--- src/rtl/mi3_pkg.sv ---
`default_nettype none
// ----------------------------------------------------------------------------
// mi3_pkg
// Shared types and constants for the 3x3 matrix inverse pipeline.
// ----------------------------------------------------------------------------
package mi3_pkg;

	localparam int ENTRIES  = 9;
	localparam int CMAG_W   = 32;   // cofactor magnitude, 16 fraction bits
	localparam int DMAG_W   = 48;   // determinant magnitude, 24 fraction bits
	localparam int QUO_W    = 32;   // quotient bits kept per lane
	localparam int FRONT_LAT = 4;   // cofactor / determinant stages
	localparam int LANE_LAT  = 33;  // operand setup plus one stage per quotient bit

	// input word: one matrix, signed Q8.8 entries
	typedef struct packed {
		logic signed [15:0] a00;
		logic signed [15:0] a01;
		logic signed [15:0] a02;
		logic signed [15:0] a10;
		logic signed [15:0] a11;
		logic signed [15:0] a12;
		logic signed [15:0] a20;
		logic signed [15:0] a21;
		logic signed [15:0] a22;
	} mat_t;

	// output word: inverse in signed Q16.16 plus status
	typedef struct packed {
		logic signed [31:0] inv00;
		logic signed [31:0] inv01;
		logic signed [31:0] inv02;
		logic signed [31:0] inv10;
		logic signed [31:0] inv11;
		logic signed [31:0] inv12;
		logic signed [31:0] inv20;
		logic signed [31:0] inv21;
		logic signed [31:0] inv22;
		logic               singular;
		logic               overflow;
	} inv_t;

endpackage
`default_nettype wire

--- src/rtl/mi3_merge.sv ---
`default_nettype none
// ----------------------------------------------------------------------------
// mi3_merge
// Applies sign and Q16.16 saturation to the nine lane quotients, ORs the
// overflow flags and registers the output word.
// ----------------------------------------------------------------------------
module mi3_merge (
	input  wire logic                          clk,
	input  wire logic                          en,
	input  wire logic [mi3_pkg::QUO_W-1:0]     quo  [0:8],
	input  wire logic                          big  [0:8],
	input  wire logic                          neg  [0:8],
	input  wire logic                          sing,
	output mi3_pkg::inv_t                      res
);

	logic [31:0]   ent [0:8];
	logic          sat [0:8];
	logic          ovf;
	mi3_pkg::inv_t res_q;

	// per-entry sign and clamp
	always_comb begin
		ovf = 1'b0;
		for (int k = 0; k < 9; k++) begin
			sat[k] = 1'b0;
			if (sing || (!big[k] && quo[k] == '0)) begin
				ent[k] = '0;
			end else if (neg[k]) begin
				if (big[k] || quo[k] > 32'h8000_0000) begin
					ent[k] = 32'h8000_0000;
					sat[k] = 1'b1;
				end else begin
					ent[k] = -quo[k];
				end
			end else begin
				if (big[k] || quo[k][31]) begin
					ent[k] = 32'h7FFF_FFFF;
					sat[k] = 1'b1;
				end else begin
					ent[k] = quo[k];
				end
			end
			ovf = ovf | sat[k];
		end
	end

	// output register
	always_ff @(posedge clk) begin
		if (en) begin
			res_q.inv00    <= ent[0];
			res_q.inv01    <= ent[1];
			res_q.inv02    <= ent[2];
			res_q.inv10    <= ent[3];
			res_q.inv11    <= ent[4];
			res_q.inv12    <= ent[5];
			res_q.inv20    <= ent[6];
			res_q.inv21    <= ent[7];
			res_q.inv22    <= ent[8];
			res_q.singular <= sing;
			res_q.overflow <= ovf;
		end
	end

	assign res = res_q;

endmodule
`default_nettype wire

--- config.mk ---
export PLATFORM = sky130hd
export DESIGN_NAME = mi3_merge
export DESIGN_NICKNAME = d
export VERILOG_FILES = /design/src/rtl/mi3_pkg.sv /design/src/rtl/mi3_merge.sv
export SDC_FILE = /design/constraint.sdc
export NUM_CORES = 1
export LEC_CHECK = 0
export ABC_CLOCK_PERIOD_IN_PS = 5500
export BUFFER_PORTS_ARGS = -buffer_cell sky130_fd_sc_hd__buf_2
export CAP_MARGIN = 20
export CORE_AREA = 2 2 232 234
export CTS_CLUSTER_DIAMETER = 120
export CTS_CLUSTER_SIZE = 24
export DETAILED_ROUTE_END_ITERATION = 7
export DIE_AREA = 0 0 234 236
export GPL_TIMING_DRIVEN = 0
export HOLD_SLACK_MARGIN = 0.03
export SLEW_MARGIN = 5
export SYNTH_ARGS = -nofsm -noshare
export SYNTH_HDL_FRONTEND = slang
export SYNTH_SLANG_ARGS = --single-unit
--- constraint.sdc ---
create_clock -name clk -period 5.5 [get_ports clk]
set_input_delay 0.275 -clock clk [delete_from_list [all_inputs] [get_ports clk]]
set_output_delay 0.275 -clock clk [all_outputs]
set_load 0.005 [all_outputs]
==> flow_summary_export.csv <==
group,metric,value,unit
outcome,status,"complete, no violations",
yosys,synth_edf_count,290,
routing,drcViolationCount,0,
routing,viasPerCell,6.013,
layout,final_core_util,0.4365,
place,preCtsSetupSlack,1412,ps
yosys,ys_seq_area_frac,0.4657,
routing,drt-initial-drc-count,2053,
yosys,synth_top_flop_cell,"edfxtp_1",
floorplan,die_h,236,um
power_and_ir_drop,peakVddDrop,198.0,uV
layout,drive_above_1_share,0.2435,
timing,finalCritPeriodShare,0.6756,
place,gp_congestion,0.9941,
timing,grt_setup_unrepaired,"false",
worst_setup_path,required,5740,ps
cts,cts-buffers-inserted,16,
global_routing,grt_start_max_net_pins,115,
yosys,ys.warnings.count,0,
timing,fmax,269.1,MHz
yosys,avgSynthCellArea,8.862,um^2
floorplan,die_w,234,um
floorplan,rows,85,
layout,finalNonFillerCells,3447,
worst_setup_path,startpoint,"quo[225]",
routing,drt_wl_total,80.00,mm
cts,root_buffer,"clkbuf_16",
cts,clockBufferDepth,3,
yosys,synth_area_leader_cell,"edfxtp_1",
yosys,synth_nets,2428,
floorplan,top_level_ports,599,
place,place_inst,3402,
timing,worst_slack,1784,ps
worst_setup_path,endpoint,"res[251]",
yosys,ys_ff_latch,290,
place,place_hpwl,61.69,mm
layout,area_growth,23.89,%
timing,drv_slew,0,
routing,drtAntennaViolNets,0,
floorplan,start_util,0.3523,
yosys,synth_cell_type_count,64,
worst_setup_path,critPathKind,"primary input to flop",
cts,cts_tree,"done",
layout,largest_reg_flops,290,
global_routing,first_global_vias,19110,
place,placed_cell_area,22630,um^2
timing,tightest_slew,1135,ps
yosys,yosysTopAreaCellShare,0.4657,
global_routing,overflow,0,
worst_setup_path,path_max_fanout,10,
global_routing,grt_pass1_wl,117.8,mm
timing,setup_viol_count_final,0,
cts,cts_resized,0,
global_routing,antenna_found_initial,30,
timing,min_period,3716,ps
worst_setup_path,endpoint_kind,"flop",
power_and_ir_drop,power_leakage,0.008194,uW
layout,stdcell_area,23160,um^2
floorplan,dieArea,55220,um^2
yosys,postSynthCellCount,2110,
layout,n_fill_cell,5320,
power_and_ir_drop,p_per_area,223.3,nW/um^2
cts,htree_levels,1,
worst_setup_path,cp-start-kind,"primary input",
yosys,async_flop_share,0,
yosys,synth.area.top_cells,"edfxtp_1 47%, nor2_1 6.3%, a21oi_1 4.9%",
job,max-cap-violations,0,
layout,finalNetCount,3045,
place,port_buffers,591,
yosys,syn-cell-area,18700,um^2
timing,hold_viol,0,
power_and_ir_drop,power.total,5173,uW
cts,clk_pin_slew,110,ps
global_routing,grt_usage,0.2758,
worst_setup_path,cp.arrival,3960,ps
routing,vias,20730,
timing,maxSlewHeadroom,0.2377,
routing,drt-pass1-iter-count,5,
cts,cts_sinks,290,
hold_path,hp-class,"primary input to flop",
routing,wl_per_cell,23.21,um
floorplan,core_region_area,53070,um^2
through the flow:
step	hold WS, ps	setup TNS, ps
2_1_floorplan	373.9	0
3_3_place_gp	617.7	-36490
3_5_place_dp	618.4	0
4_1_cts	33.13	0
5_1_grt	49.34	0
6_report	56.86	0
how the worst min path moves through the flow:
stage,startpoint,to,slack (ps),depth (start not counted)
floorplan,sing,res[1],370,0
global placement,quo[250],res[252],620,2
detailed placement,quo[250],res[252],620,2
CTS,quo[215],res[217],30,2
global route,quo[215],res[217],50,2
finish,quo[250],res[252],60,2
logic make-up after synthesis:
logic type	share of synthesized area
AND/OR/NAND/NOR	0.2568
AO/OA/AOI/OAI	0.2240
flip-flops	0.4657
buffers and inverters	0.03339
XOR/XNOR	0.01031
adder cells (fa/ha/maj)	0.006023
multiplexers	0.003747
placed cells by master, fill, tap and decap left out, drive strengths merged, types with 14 or more instances in the layout:
cell    instances
nand4          17
nand2b         14
a21oi         184
or3            38
nor3          122
edfxtp        290
nor2          312
clkbuf        132
a211oi         51
a311oi         81
o22ai          59
nand2         196
xor2           14
buf           604
a31oi          96
inv            44
nand3          55
nor4           76
diode          20
or4            34
o21ai          79
nand4b         26
or2            21
synthesized netlist by cell type (all sizes together), types with 7 or more instances:
master	count
nand2	196
a211oi	51
edfxtp	290
nand3	55
or3	38
nand4	17
a21oi	184
ha	9
o31ai	12
nor2b	9
xnor2	8
a311oi	81
or4	34
a21o	12
or2	21
nor3	122
mux2i	7
o311a	7
buf	8
o21ai	79
o22ai	59
clkbuf	113
inv	43
and2	11
nand2b	14
nor2	312
nor3b	13
nand4b	26
xor2	14
a31oi	96
nor4	76
nand3b	10
area by class of cell:
cell class	count	area, um^2	area share
antenna	20	50.05	0.002161
clock buffer	18	429.2	0.01853
timing repair buffer	599	3088	0.1333
buffer	121	462.9	0.01998
tap	696	870.8	0.03759
clock inverter	4	28.78	0.001242
sequential	290	8708	0.3759
multi-input combinational	1656	9365	0.4043
inverter	43	161.4	0.006968
report_power, final:
| part | total, uW | switching (uW) | internal [uW] | leakage (uW) |
|---|---|---|---|---|
| clock network | 1360 | 793 | 569 | 0.000221 |
| registers | 2710 | 58.1 | 2650 | 0.00279 |
| logic | 1100 | 710 | 391 | 0.00518 |
| total | 5170 | 1560 | 3610 | 0.00819 |
per-layer routing:
layer | track usage | up-vias | part of all wire
met2 | 0.4523 | 1054 | 0.47
met3 | 0.06746 | 163 | 0.097
met4 | 0.1026 | 18 | 0.038
li1 | - | 9520 | -
met1 | 0.3498 | 9973 | 0.39
met5 | 0 | - | 0.0012
worst max-delay path, stage by stage:
cell and delay (ps):
buf_2 130, inv_1 80, ha_1 210, nor3b_1 880
nand3_1 320, nand4bb_1 270, clkbuf_1 200, o31ai_1 640
nand3b_1 460, buf_2 360, a311oi_1 130
timing repair:
action / in CTS / in global routing
buffers inserted: 0 / 0
endpoints found under the hold margin: 1 / 0
hold buffers: 1 / 0
No activity file was read; power rests on OpenSTA's default activity.
